`src/rtl/core/tdlsm_pkg.sv`:
```
`default_nettype none

package tdlsm_pkg;

	// field and datapath widths
	localparam int FIELD_W   = 48;
	localparam int ALU_W     = 64;
	localparam int ALU_CNT_W = $clog2(ALU_W + 1);

	// shared unit operations
	localparam logic OP_DIV = 1'b0;
	localparam logic OP_MUL = 1'b1;

	// decision codes
	localparam logic [1:0] ACT_NEXT = 2'd0;
	localparam logic [1:0] ACT_STAY = 2'd1;
	localparam logic [1:0] ACT_PREV = 2'd2;

	// register indexes
	localparam logic [1:0] REG_MAX_LEVEL  = 2'd0;
	localparam logic [1:0] REG_FIXED_MODE = 2'd1;
	localparam logic [1:0] REG_UP_THR     = 2'd2;
	localparam logic [1:0] REG_DOWN_THR   = 2'd3;

	// register reset values
	localparam logic [1:0] MAX_LEVEL_RST = 2'd3;
	localparam logic       FIXED_RST     = 1'b0;
	localparam logic [6:0] UP_THR_RST    = 7'd20;
	localparam logic [6:0] DOWN_THR_RST  = 7'd10;

	// percentage scale and divisor for the two-port term
	localparam logic [6:0] SCALE      = 7'd100;
	localparam logic [6:0] FUET_DIV   = 7'd5;

	typedef logic [ALU_W-1:0] word_t;

	typedef struct packed {
		logic start;
		logic op;
	} alu_req_t;

	typedef struct packed {
		logic  done;
		word_t result;
	} alu_rsp_t;

	// level reached by a move to the next level
	function automatic logic [1:0] next_lvl_of(input logic [1:0] lvl);
		logic [1:0] nxt;
		case (lvl)
			2'd0:    nxt = 2'd1;
			2'd1:    nxt = 2'd3;
			2'd2:    nxt = 2'd2;
			default: nxt = 2'd3;
		endcase
		return nxt;
	endfunction

endpackage

`default_nettype wire

```
`src/rtl/core/topdown_level_switch_monitor.sv`:
```
`default_nettype none

// Channel   Valid          Stall          Payload
// sample    sample_valid   sample_stall   ten 48-bit counter values
// result    result_valid   result_stall   backend_bound, memory_bound, sampled_level,
//                                         action, new_level
// config    psel/penable   pready (high)  paddr, pwdata, prdata (APB)
//
// Each accepted sample runs nine operations (six divides, two multiplies, one final
// divide) on the shared 64-bit shift-and-subtract / shift-and-add unit, each made of
// a load, the iterations and a done, then a decide step; no new sample is accepted
// before the result of the current one has been written.
// sample_stall is high from acceptance until the result has been written to the
// output register; a result held by result_stall delays the decide cycle of the
// following sample, not its acceptance.
// Reset clears the level to 0 and loads the register reset values.
module topdown_level_switch_monitor #(
	parameter int COUNTER_BITS = 48
) (
	input  wire logic                          clk,
	input  wire logic                          arst_n,
	input  wire logic                          sample_valid,
	output logic                               sample_stall,
	input  wire logic [tdlsm_pkg::FIELD_W-1:0] clock_cycles,
	input  wire logic [tdlsm_pkg::FIELD_W-1:0] undelivered_uops,
	input  wire logic [tdlsm_pkg::FIELD_W-1:0] retire_slots,
	input  wire logic [tdlsm_pkg::FIELD_W-1:0] issued_uops,
	input  wire logic [tdlsm_pkg::FIELD_W-1:0] recovery_cycles,
	input  wire logic [tdlsm_pkg::FIELD_W-1:0] zero_port_cycles,
	input  wire logic [tdlsm_pkg::FIELD_W-1:0] one_port_cycles,
	input  wire logic [tdlsm_pkg::FIELD_W-1:0] two_port_cycles,
	input  wire logic [tdlsm_pkg::FIELD_W-1:0] memory_stall_cycles,
	input  wire logic [tdlsm_pkg::FIELD_W-1:0] store_bound_cycles,
	output logic                               result_valid,
	input  wire logic                          result_stall,
	output logic [6:0]                         backend_bound,
	output logic [6:0]                         memory_bound,
	output logic [1:0]                         sampled_level,
	output logic [1:0]                         action,
	output logic [1:0]                         new_level,
	input  wire logic                          psel,
	input  wire logic                          penable,
	input  wire logic                          pwrite,
	input  wire logic [3:0]                    paddr,
	input  wire logic [31:0]                   pwdata,
	output logic [31:0]                        prdata,
	output logic                               pready
);
	import tdlsm_pkg::*;

	localparam int KEEP_BITS = (COUNTER_BITS < FIELD_W) ? COUNTER_BITS : FIELD_W;
	localparam logic [FIELD_W-1:0] CNT_MASK = {FIELD_W{1'b1}} >> (FIELD_W - KEEP_BITS);

	// sequencer states
	localparam logic [1:0] S_IDLE   = 2'd0;
	localparam logic [1:0] S_LOAD   = 2'd1;
	localparam logic [1:0] S_RUN    = 2'd2;
	localparam logic [1:0] S_DECIDE = 2'd3;

	// operation steps
	localparam logic [3:0] ST_FB   = 4'd0;
	localparam logic [3:0] ST_BS   = 4'd1;
	localparam logic [3:0] ST_RE   = 4'd2;
	localparam logic [3:0] ST_RPC  = 4'd3;
	localparam logic [3:0] ST_PROD = 4'd4;
	localparam logic [3:0] ST_FUET = 4'd5;
	localparam logic [3:0] ST_MBF  = 4'd6;
	localparam logic [3:0] ST_MBP  = 4'd7;
	localparam logic [3:0] ST_MB   = 4'd8;

	function automatic word_t ext(input logic [FIELD_W-1:0] v);
		return {{(ALU_W-FIELD_W){1'b0}}, v & CNT_MASK};
	endfunction

	function automatic word_t times_scale(input word_t v);
		return (v << 6) + (v << 5) + (v << 2);
	endfunction

	logic [1:0] state_q;
	logic [3:0] step_q;
	logic [1:0] max_level_q;
	logic       fixed_mode_q;
	logic [6:0] up_thr_q;
	logic [6:0] down_thr_q;
	logic [1:0] cur_level_q;

	word_t cyc_q, und_q, ret_q, p2_q, pp_q, ms_q, bsn_q, slots_q;
	word_t sum_q, tmp_q;
	logic [6:0] bb_q;

	logic       result_valid_q;
	logic [6:0] backend_bound_q, memory_bound_q;
	logic [1:0] sampled_level_q, action_q, new_level_q;

	alu_req_t alu_req;
	alu_rsp_t alu_rsp;
	word_t    alu_a, alu_b;

	logic       sample_take;
	logic       cfg_wr;
	logic [1:0] cfg_idx;
	logic       fixed_next;
	logic       fire;

	word_t      scale_w, bb_diff;
	logic [6:0] bb_calc;
	logic [6:0] mb_sat;
	logic       bb_up, mb_up, bb_dn, mb_dn;
	logic [1:0] act, prev_lvl, target, newl;

	assign sample_stall = (state_q != S_IDLE);
	assign sample_take  = sample_valid && !sample_stall;
	assign fire         = (state_q == S_DECIDE) && (!result_valid_q || !result_stall);

	// configuration port
	assign pready  = 1'b1;
	assign cfg_wr  = psel && penable && pwrite && pready;
	assign cfg_idx = paddr[3:2];

	always_comb begin
		fixed_next = fixed_mode_q;
		if (cfg_idx == REG_FIXED_MODE) begin
			fixed_next = pwdata[0];
		end
	end

	always_comb begin
		unique case (cfg_idx)
			REG_MAX_LEVEL:  prdata = 32'(max_level_q);
			REG_FIXED_MODE: prdata = 32'(fixed_mode_q);
			REG_UP_THR:     prdata = 32'(up_thr_q);
			default:        prdata = 32'(down_thr_q);
		endcase
	end

	always_ff @(posedge clk or negedge arst_n) begin
		if (!arst_n) begin
			max_level_q  <= MAX_LEVEL_RST;
			fixed_mode_q <= FIXED_RST;
			up_thr_q     <= UP_THR_RST;
			down_thr_q   <= DOWN_THR_RST;
		end else if (cfg_wr) begin
			unique case (cfg_idx)
				REG_MAX_LEVEL:  max_level_q  <= pwdata[1:0];
				REG_FIXED_MODE: fixed_mode_q <= pwdata[0];
				REG_UP_THR:     up_thr_q     <= pwdata[6:0];
				default:        down_thr_q   <= pwdata[6:0];
			endcase
		end
	end

	// operand select for each step
	always_comb begin
		alu_req.start = (state_q == S_LOAD);
		alu_req.op    = OP_DIV;
		alu_a         = tmp_q;
		alu_b         = slots_q;
		unique case (step_q)
			ST_FB:   alu_a = times_scale(und_q);
			ST_BS:   alu_a = times_scale(bsn_q);
			ST_RE:   alu_a = times_scale(ret_q);
			ST_RPC: begin
				alu_a = ret_q;
				alu_b = cyc_q + word_t'(1);
			end
			ST_PROD: begin
				alu_req.op = OP_MUL;
				alu_a      = p2_q;
				alu_b      = tmp_q;
			end
			ST_FUET: alu_b = word_t'(FUET_DIV);
			ST_MBF: begin
				alu_a = times_scale(ms_q);
				alu_b = pp_q + ms_q + tmp_q + word_t'(1);
			end
			ST_MBP: begin
				alu_req.op = OP_MUL;
				alu_b      = word_t'(bb_q);
			end
			default: alu_b = word_t'(SCALE);
		endcase
	end

	tdlsm_alu u_alu (
		.clk    (clk),
		.arst_n (arst_n),
		.req    (alu_req),
		.a      (alu_a),
		.b      (alu_b),
		.rsp    (alu_rsp)
	);

	// backend bound from the summed slot fractions, saturating at zero; memory bound capped at 100
	always_comb begin
		scale_w = word_t'(SCALE);
		bb_diff = scale_w - sum_q;
		bb_calc = (scale_w > sum_q) ? bb_diff[6:0] : 7'd0;
		mb_sat  = (tmp_q > scale_w) ? SCALE : tmp_q[6:0];
	end

	// level decision
	always_comb begin
		bb_up = bb_q > up_thr_q;
		mb_up = tmp_q > word_t'(up_thr_q);
		bb_dn = bb_q < down_thr_q;
		mb_dn = tmp_q < word_t'(down_thr_q);
		unique case (cur_level_q)
			2'd0: act = bb_up ? ACT_NEXT : ACT_STAY;
			2'd1: begin
				if (bb_up && mb_up) begin
					act = ACT_NEXT;
				end else if (bb_dn && mb_dn) begin
					act = ACT_PREV;
				end else begin
					act = ACT_STAY;
				end
			end
			2'd2:    act = ACT_STAY;
			default: act = (bb_up && mb_up) ? ACT_STAY : ACT_PREV;
		endcase
		unique case (cur_level_q)
			2'd3:    prev_lvl = fixed_mode_q ? 2'd3 : 2'd1;
			2'd2:    prev_lvl = 2'd1;
			default: prev_lvl = 2'd0;
		endcase
		target = (act == ACT_NEXT) ? next_lvl_of(cur_level_q) : prev_lvl;
		newl   = cur_level_q;
		if (act != ACT_STAY && target != cur_level_q && target <= max_level_q) begin
			newl = target;
		end
	end

	// sequencer
	always_ff @(posedge clk or negedge arst_n) begin
		if (!arst_n) begin
			state_q        <= S_IDLE;
			step_q         <= ST_FB;
			cur_level_q    <= 2'd0;
			result_valid_q <= 1'b0;
		end else begin
			unique case (state_q)
				S_IDLE: begin
					if (sample_take) begin
						state_q <= S_LOAD;
						step_q  <= ST_FB;
					end
				end
				S_LOAD: state_q <= S_RUN;
				S_RUN: begin
					if (alu_rsp.done) begin
						if (step_q == ST_MB) begin
							state_q <= S_DECIDE;
						end else begin
							step_q  <= step_q + 1'b1;
							state_q <= S_LOAD;
						end
					end
				end
				default: begin
					if (fire) begin
						state_q <= S_IDLE;
					end
				end
			endcase

			// reload the level on a register write, else advance on a result
			if (cfg_wr) begin
				cur_level_q <= fixed_next ? 2'd3 : 2'd0;
			end else if (fire) begin
				cur_level_q <= newl;
			end

			if (fire) begin
				result_valid_q <= 1'b1;
			end else if (!result_stall) begin
				result_valid_q <= 1'b0;
			end
		end
	end

	// capture the word and hold the working values
	always_ff @(posedge clk) begin
		if (sample_take) begin
			cyc_q   <= ext(clock_cycles);
			und_q   <= ext(undelivered_uops);
			ret_q   <= ext(retire_slots);
			p2_q    <= ext(two_port_cycles);
			pp_q    <= ext(zero_port_cycles) + ext(one_port_cycles);
			ms_q    <= ext(memory_stall_cycles) + ext(store_bound_cycles);
			bsn_q   <= ext(issued_uops) - ext(retire_slots) + (ext(recovery_cycles) << 2);
			slots_q <= (ext(clock_cycles) << 2) + word_t'(1);
		end
		if (state_q == S_RUN && alu_rsp.done) begin
			if (step_q == ST_FB) begin
				sum_q <= alu_rsp.result;
			end else if (step_q == ST_BS || step_q == ST_RE) begin
				sum_q <= sum_q + alu_rsp.result;
			end else begin
				tmp_q <= alu_rsp.result;
			end
			if (step_q == ST_RPC) begin
				bb_q <= bb_calc;
			end
		end
		if (fire) begin
			backend_bound_q <= bb_q;
			memory_bound_q  <= mb_sat;
			sampled_level_q <= cur_level_q;
			action_q        <= act;
			new_level_q     <= newl;
		end
	end

	assign result_valid  = result_valid_q;
	assign backend_bound = backend_bound_q;
	assign memory_bound  = memory_bound_q;
	assign sampled_level = sampled_level_q;
	assign action        = action_q;
	assign new_level     = new_level_q;

`ifndef SYNTHESIS
	a_take_starts: assert property (@(posedge clk) disable iff (!arst_n)
		sample_take |=> (state_q == S_LOAD) && (step_q == ST_FB))
		else $error("accepted word did not start the first step");

	a_step_range: assert property (@(posedge clk) disable iff (!arst_n)
		(state_q != S_IDLE) |-> (step_q <= ST_MB))
		else $error("step index out of range");

	a_done_in_run: assert property (@(posedge clk) disable iff (!arst_n)
		alu_rsp.done |-> (state_q == S_RUN))
		else $error("unit finished outside the run state");

	a_stay_keeps: assert property (@(posedge clk) disable iff (!arst_n)
		(result_valid && action == ACT_STAY) |-> (new_level == sampled_level))
		else $error("stay decision changed the level");
`endif

endmodule

`default_nettype wire

```
`src/rtl/core/tdlsm_alu.sv`:
```
`default_nettype none

module tdlsm_alu (
	input  wire logic               clk,
	input  wire logic               arst_n,
	input  wire tdlsm_pkg::alu_req_t req,
	input  wire tdlsm_pkg::word_t    a,
	input  wire tdlsm_pkg::word_t    b,
	output tdlsm_pkg::alu_rsp_t      rsp
);
	import tdlsm_pkg::*;

	logic                 busy_q;
	logic                 done_q;
	logic                 op_q;
	logic                 bzero_q;
	logic [ALU_CNT_W-1:0] cnt_q;
	word_t                acc_q;
	word_t                sh_q;
	word_t                md_q;

	logic [ALU_W:0]   rem_sh;
	logic [ALU_W+1:0] add_x;
	logic [ALU_W+1:0] add_y;
	logic [ALU_W+1:0] add_sum;
	logic             sub;
	logic             neg;

	// shared adder: subtract for a divide step, add for a multiply step
	always_comb begin
		rem_sh = {acc_q, sh_q[ALU_W-1]};
		sub    = (op_q == OP_DIV);
		if (sub) begin
			add_x = {1'b0, rem_sh};
		end else begin
			add_x = {2'b00, acc_q};
		end
		add_y   = {2'b00, md_q};
		add_sum = add_x + (sub ? ~add_y : add_y) + {{(ALU_W+1){1'b0}}, sub};
		neg     = add_sum[ALU_W+1];
	end

	// sequence control
	always_ff @(posedge clk or negedge arst_n) begin
		if (!arst_n) begin
			busy_q <= 1'b0;
			done_q <= 1'b0;
			cnt_q  <= '0;
		end else begin
			done_q <= 1'b0;
			if (req.start) begin
				busy_q <= 1'b1;
				cnt_q  <= ALU_CNT_W'(ALU_W);
			end else if (busy_q) begin
				cnt_q <= cnt_q - 1'b1;
				if (cnt_q == ALU_CNT_W'(1)) begin
					busy_q <= 1'b0;
					done_q <= 1'b1;
				end
			end
		end
	end

	// one bit of quotient or one partial product per cycle
	always_ff @(posedge clk) begin
		if (req.start) begin
			op_q    <= req.op;
			acc_q   <= '0;
			bzero_q <= (b == '0);
			if (req.op == OP_MUL) begin
				md_q <= a;
				sh_q <= b;
			end else begin
				md_q <= b;
				sh_q <= a;
			end
		end else if (busy_q) begin
			if (op_q == OP_DIV) begin
				acc_q <= neg ? rem_sh[ALU_W-1:0] : add_sum[ALU_W-1:0];
				sh_q  <= {sh_q[ALU_W-2:0], ~neg};
			end else begin
				if (sh_q[0]) begin
					acc_q <= add_sum[ALU_W-1:0];
				end
				md_q <= {md_q[ALU_W-2:0], 1'b0};
				sh_q <= {1'b0, sh_q[ALU_W-1:1]};
			end
		end
	end

	// a zero divisor gives a zero quotient
	always_comb begin
		rsp.done = done_q;
		if (op_q == OP_MUL) begin
			rsp.result = acc_q;
		end else begin
			rsp.result = bzero_q ? '0 : sh_q;
		end
	end

endmodule

`default_nettype wire

```
`config.mk`:
```
export PLATFORM = sky130hd
export DESIGN_NAME = topdown_level_switch_monitor
export DESIGN_NICKNAME = d
export VERILOG_FILES = /design/src/rtl/core/tdlsm_pkg.sv /design/src/rtl/core/topdown_level_switch_monitor.sv /design/src/rtl/core/tdlsm_alu.sv
export SDC_FILE = /design/constraint.sdc
export NUM_CORES = 2
export LEC_CHECK = 0
export ABC_AREA = 1
export BUFFER_PORTS_ARGS = -buffer_cell sky130_fd_sc_hd__clkbuf_2
export CAP_MARGIN = 25
export CORE_MARGIN = 4
export CORE_UTILIZATION = 50
export DETAILED_ROUTE_END_ITERATION = 12
export PLACE_DENSITY = 0.76
export SLEW_MARGIN = 20
export SYNTH_ARGS = -nofsm -noshare
export SYNTH_HDL_FRONTEND = slang
export SYNTH_HIERARCHICAL = 1
export SYNTH_SLANG_ARGS = --single-unit
```
`constraint.sdc`:
```
create_clock -name clk -period 36.8 [get_ports clk]
set_input_delay 11.04 -clock clk [delete_from_list [all_inputs] [get_ports clk]]
set_output_delay 11.04 -clock clk [all_outputs]
set_load 0.005 [all_outputs]
```
== After elaboration in Yosys (flattened, before gate mapping) ==
Index checks and enable logic that the tools add are counted.

* Bits in registers: 820
* Input port bits: 523
* Output and inout port bits: 55
* Word-level logic and storage cells: 186

* Add/subtract/negate cells: 23
* Magnitude comparators: 7
* Eq/ne operators: 24
* Mux-type cells: 54
* Bitwise logic cells: 6
* Reduce and logical (&&, ||, !) cells: 40

{| class="wikitable"
|+ Operators with widths
! kind !! count
|-
| 64-bit 2-to-1 mux || 15
|-
| 64-bit one-hot mux with 6 select lines || 2
|-
| 64-bit adder || 5
|-
| 55-bit by 50-bit adder with 56-bit output || 2
|-
| 54-bit by 53-bit adder with 55-bit output || 2
|-
| 48-bit by 48-bit adder with 49-bit output || 2
|-
| 65-bit by 66-bit adder with 66-bit output || 1
|-
| 66-bit by 1-bit adder with 66-bit output || 1
|-
| 66-bit 2-to-1 mux || 1
|-
| 64-bit NOT with 66-bit output || 1
|-
| 65-bit 2-to-1 mux || 1
|-
| 64-bit by 1-bit adder with 64-bit output, second input constant || 1
|-
| 64-bit by 7-bit greater-than comparator with 1-bit output || 1
|-
| 64-bit by 7-bit greater-than comparator with 1-bit output, second input constant || 1
|-
| 7-bit by 64-bit greater-than comparator with 1-bit output, first input constant || 1
|-
| 64-bit logical NOT || 1
|-
| 64-bit by 7-bit < comparator with 1-bit output || 1
|-
| 59-bit by 54-bit adder with 60-bit output || 1
|-
| 58-bit by 57-bit adder with 59-bit output || 1
|-
| 49-bit by 51-bit adder with 52-bit output || 1
|-
| 50-bit by 1-bit adder with 51-bit output, second input constant || 1
|-
| 48-bit by 1-bit adder with 49-bit output, second input constant || 1
|-
| 48-bit by 48-bit subtractor with 49-bit output || 1
|-
| 2-bit 2-to-1 mux || 13
|-
| other kinds (36) || 96
|}

== Longest topological paths before layout ==
* Depth in word-level cells: 13
* Mapped depth: 28
* Mapped depth without buffers: 28

== Cells and area by module ==
The synthesis kept the hierarchy.

{| class="wikitable"
|+ By module, submodules not included
! module !! instances !! cells each !! area each (sq um) !! seq. area each (sq um)
|-
| topdown_level_switch_monitor || 1 || 8,571 || 61,351.3 || 15,582.4
|-
| tdlsm_alu || 1 || 2,624 || 17,250.3 || 5,410.2
|}

== Worst setup path before layout ==
OpenSTA, ideal clock, no wires.

* Path type: input -> register
* From: in sample_valid
* To: reg step_q[3]
* Library setup time: 0.748 ns
* Arrival time: 26.717 ns
* Setup slack: 9.335 ns
* Cell stages on the path: 9
* Buffers on the path: 0
* Cell sequence: inv_1 nor2_1 inv_1 nand2_1 inv_1 nor2_1 inv_1 nor3_1 nor3b_1

* Longest elaborated chain between the ends: 3

{| class="wikitable"
|+ RTL lines
! what !! RTL line !! RTL
|-
| start: declaration || topdown_level_switch_monitor.sv:22 || <nowiki>input wire logic sample_valid,</nowiki>
|-
| 1-bit logical AND || topdown_level_switch_monitor.sv:112 || <nowiki>assign sample_take = sample_valid && !sample_stall;</nowiki>
|-
| via sample_take || topdown_level_switch_monitor.sv:99 || <nowiki>logic sample_take;</nowiki>
|-
| 2-bit != test (no source line) || n/a ||
|-
| 4-bit AND reduction (no source line) || n/a ||
|-
| end signal: assignment || topdown_level_switch_monitor.sv:254 || <nowiki>step_q <= step_q + 1'b1;</nowiki>
|-
| end: declaration || topdown_level_switch_monitor.sv:80 || <nowiki>logic [3:0] step_q;</nowiki>
|}

The timed path passes the listed nets, and every way through them passes these cells.
A chain may end at the register's enable or synchronous reset.

== Final worst setup path ==
* From: in paddr[3]
* To: out prdata[5]

* Longest elaborated chain between the ends: 2
* Elaborated cells between the ends (all ways): 4

{| class="wikitable"
|+ RTL lines
! what !! RTL line !! RTL
|-
| start: declaration || topdown_level_switch_monitor.sv:44 || <nowiki>input wire logic [3:0] paddr,</nowiki>
|-
| 2-bit equality test, or another cell as far along || topdown_level_switch_monitor.sv:128 || <nowiki>unique case (cfg_idx)</nowiki>
|-
| 7-bit one-hot mux with 3 select lines (*) || topdown_level_switch_monitor.sv:128 ||
|-
| end: declaration || topdown_level_switch_monitor.sv:46 || <nowiki>output logic [31:0] prdata,</nowiki>
|}

Mark *: on every way between the ends. The rest lies on a longest branch, timed or not.

==> metrics <==
DRC 0; Netlist cell types 75; largest net degree at the start of global routing 160; worst hold path stage count 2; post-DP HPWL 303,000 microns; main area contributors after synthesis edfxtp_1 (24%), nand2_1 (13%), ha_1 (9.8%), inv_1 (6.4%), a21oi_1 (6.3%); Die ar. 164,000 sq um; Critical Path Source Type primary input; Initial DRC Count 11,268; first-pass GRT wire length between 500,000 and 600,000 microns; Max-cap violations 0; Post-Syn Area 78,600 sq um; Sw Ratio 57.5%; final std cells w/o fill 13,843; Seq pwr share roughly 18%; final setup TNS 0 ns; Num Clock Sinks approximately 730; Worst Reg-to-Reg Cells 15; CTS tree yes; Die W 404 microns; Syn Inst Count 11,195; Max Clock Freq 43.7 MHz; layout cell share with drive strength beyond 1 8.44%; IR drop worst, VDD 77.5 uV; std cell rows 145; Cells after DPL roughly 14,000; Int Pwr 3580 uW; R2R Path End u_alu/bzero_q; status complete, no violations; TritonRoute pass-1 iters 12; area grow syn2layout 10.5%; Post-CTS Hold Buffers 0; Max H-tree Level 3; layout net count 13,077; core area 156,000 sq um; Global Route Usage Sum a little over two fifths; # IOs 578; Reg-to-Reg Start tmp_q[1]; RD Place Congestion between 1 and 1.5; top cell type's share of synthesized area 24.0%; Final Hold Viols 0; gr ovfl total 0; Reg2Reg Setup Slack 30.76 ns; Max clock buf depth 3; largest area contributor in the netlist edfxtp_1; Worst-Skew Late Latency 0.76 ns; Crit Path Category in2out; EDFF count, synth 627; combinational group share of total power a little under three quarters; clock power share 10.8%; min-delay src u_alu/acc_q[45]; sequential area share after synthesis 26.7%; Worst Skew 0.0782 ns; Psw 4840 uW; register clock-pin slew on the reported worst setup and hold paths 0.06 ns; arrival time worst endpoint 11.86 ns; Slew headroom 16.7%; ys async rst share under 10%; Pleak 0.0384 uW; input/output buffers 524; most common cell in the netlist nand2_1; vias in the first global route about 80,000; Worst setup EP type primary output; Inserted Clock Buffers 86; Worst Hold Class reg2reg; Initial Util 50.3%; Setup-failing EPs final 0; wire per inst 26.0 microns; Post-synth top cells nand2_1 (2,648), inv_1 (1,339), nor2_1 (1,226), a21oi_1 (991), o21ai_0 (910); Worst-Margin Slew 1.24 ns; Hold EP u_alu/acc_q[45]; initial antenna violation count 17; worst-path fanout max 7; Post-synth top flop edfxtp_1; WL final 360,000 microns; Syn Area/Cell about 7 sq um; worst endpoint required time between 20 and 30 ns; die height 404 microns; Tmin final 22.90 ns; fin crit share 62.2%; Resized Gates After CTS 0; Via Count approximately 85,000; fin. max-slew vios 0; RSZ-0062 raised after global routing false; Final ANT Viol Nets 0; Ys Warns 6; postcts setup bufs 0; clock root buffer clkbuf_16; Vias/cell between 6 and 7; pwr dens ~97 nW/um^2; synthesized flop and latch total just over 700
-- placed cells by master, fill, tap and decap left out, types with 23 or more instances in the layout --
cell type,count
a21boi_0,26
a21o_1,79
a21oi_1,990
a221oi_1,24
a22oi_1,25
a31oi_1,115
a32oi_1,63
and3_1,33
buf_4,95
clkbuf_16,88
clkbuf_2,524
conb_1,26
dfrtp_1,29
dfxtp_1,64
edfxtp_1,627
fa_1,242
ha_1,614
inv_1,1338
inv_2,23
nand2_1,2647
nand3_1,645
nand3b_1,36
nand4_1,128
nor2_1,1217
nor3_1,144
nor4_1,79
o2111ai_1,31
o211ai_1,32
o21a_1,60
o21ai_0,905
o21ai_1,51
o21bai_1,65
or2_2,73
xnor2_1,171
xor2_1,151
-- worst max-delay path, stage by stage --
cell and delay (ns):
clkbuf_2 0.11, inv_1 0.06, nor2_1 0.14, inv_1 0.15
o22ai_1 0.18, clkbuf_2 0.17
-- power by group through the flow --
| stage | sequential [uW] | clock (uW) | combinational [uW] |
|---|---|---|---|
| detailed placement | 1500 | 0 | 5740 |
| global placement | 1490 | 0 | 5660 |
| CTS | 1490 | 916 | 5780 |
| floorplan | 1460 | 0 | 3830 |
| global route | 1520 | 948 | 6480 |
| finish | 1490 | 909 | 6010 |
-- flip-flops by register name (all words and copies together), names as in the netlist, 49 cells and up --
| register | flops |
|---|---|
| u_alu/acc_q | 64 |
| bsn_q | 52 |
| u_alu/sh_q | 64 |
| sum_q | 64 |
| ms_q | 49 |
| u_alu/md_q | 64 |
| tmp_q | 64 |
| pp_q | 49 |
-- per-layer routing --
metal	vias up	part of all wire, %	GRT usage, %
met1	39602	39	55.2
met4	6	7.7	27.0
met2	5308	42	63.5
li1	39022	-	-
met3	905	12	10.3
met5	-	0.011	0
-- cell families after synthesis --
family          count (synthesis)  share of synthesized area, %
buf+inv                      1600                          7.83
simple gates                 5109                          27.4
mux                             1                        0.0143
other cells                     2                       0.00955
compound gates               2579                          18.5
xor+xnor                      322                          3.59
fa+ha+maj                     856                          15.9
flops                         726                          26.7
-- worst max path at each step --
stage          slack, ns   endpoint          from
2_1_floorplan       9.34  step_q[3]  sample_valid
3_3_place_gp       13.95  prdata[0]      paddr[3]
3_5_place_dp       13.95  prdata[0]      paddr[3]
4_1_cts            13.94  prdata[0]      paddr[3]
5_1_grt            13.81  prdata[0]      paddr[3]
6_report           13.90  prdata[5]      paddr[3]
-- final cells by class --
type	instances	area [sq um]
antenna	13	32.5
clock inverter	56	699
multi-input combinational	8893	51700
fill	15066	69400
tap	2058	2570
sequential	726	21000
clock buffer	106	2300
timing repair buffer	625	3440
inverter	1366	5130
-- stage by stage --
stage                     setup WS (ns)  hold slack, ns  util [%]  instance area [sq um]  power [uW]
after floorplan                    9.34           0.447         -                  78700        5290
after global placement            13.95           0.467      53.6                  83700        7150
after detailed placement          13.95           0.471      53.6                  83800        7240
after CTS                         13.94           0.480      55.6                  86800        8180
after global routing              13.81           0.496      55.6                  86800        8940
final                             13.90           0.479      55.6                  86800        8410
Power figures use the tool's default switching activity.
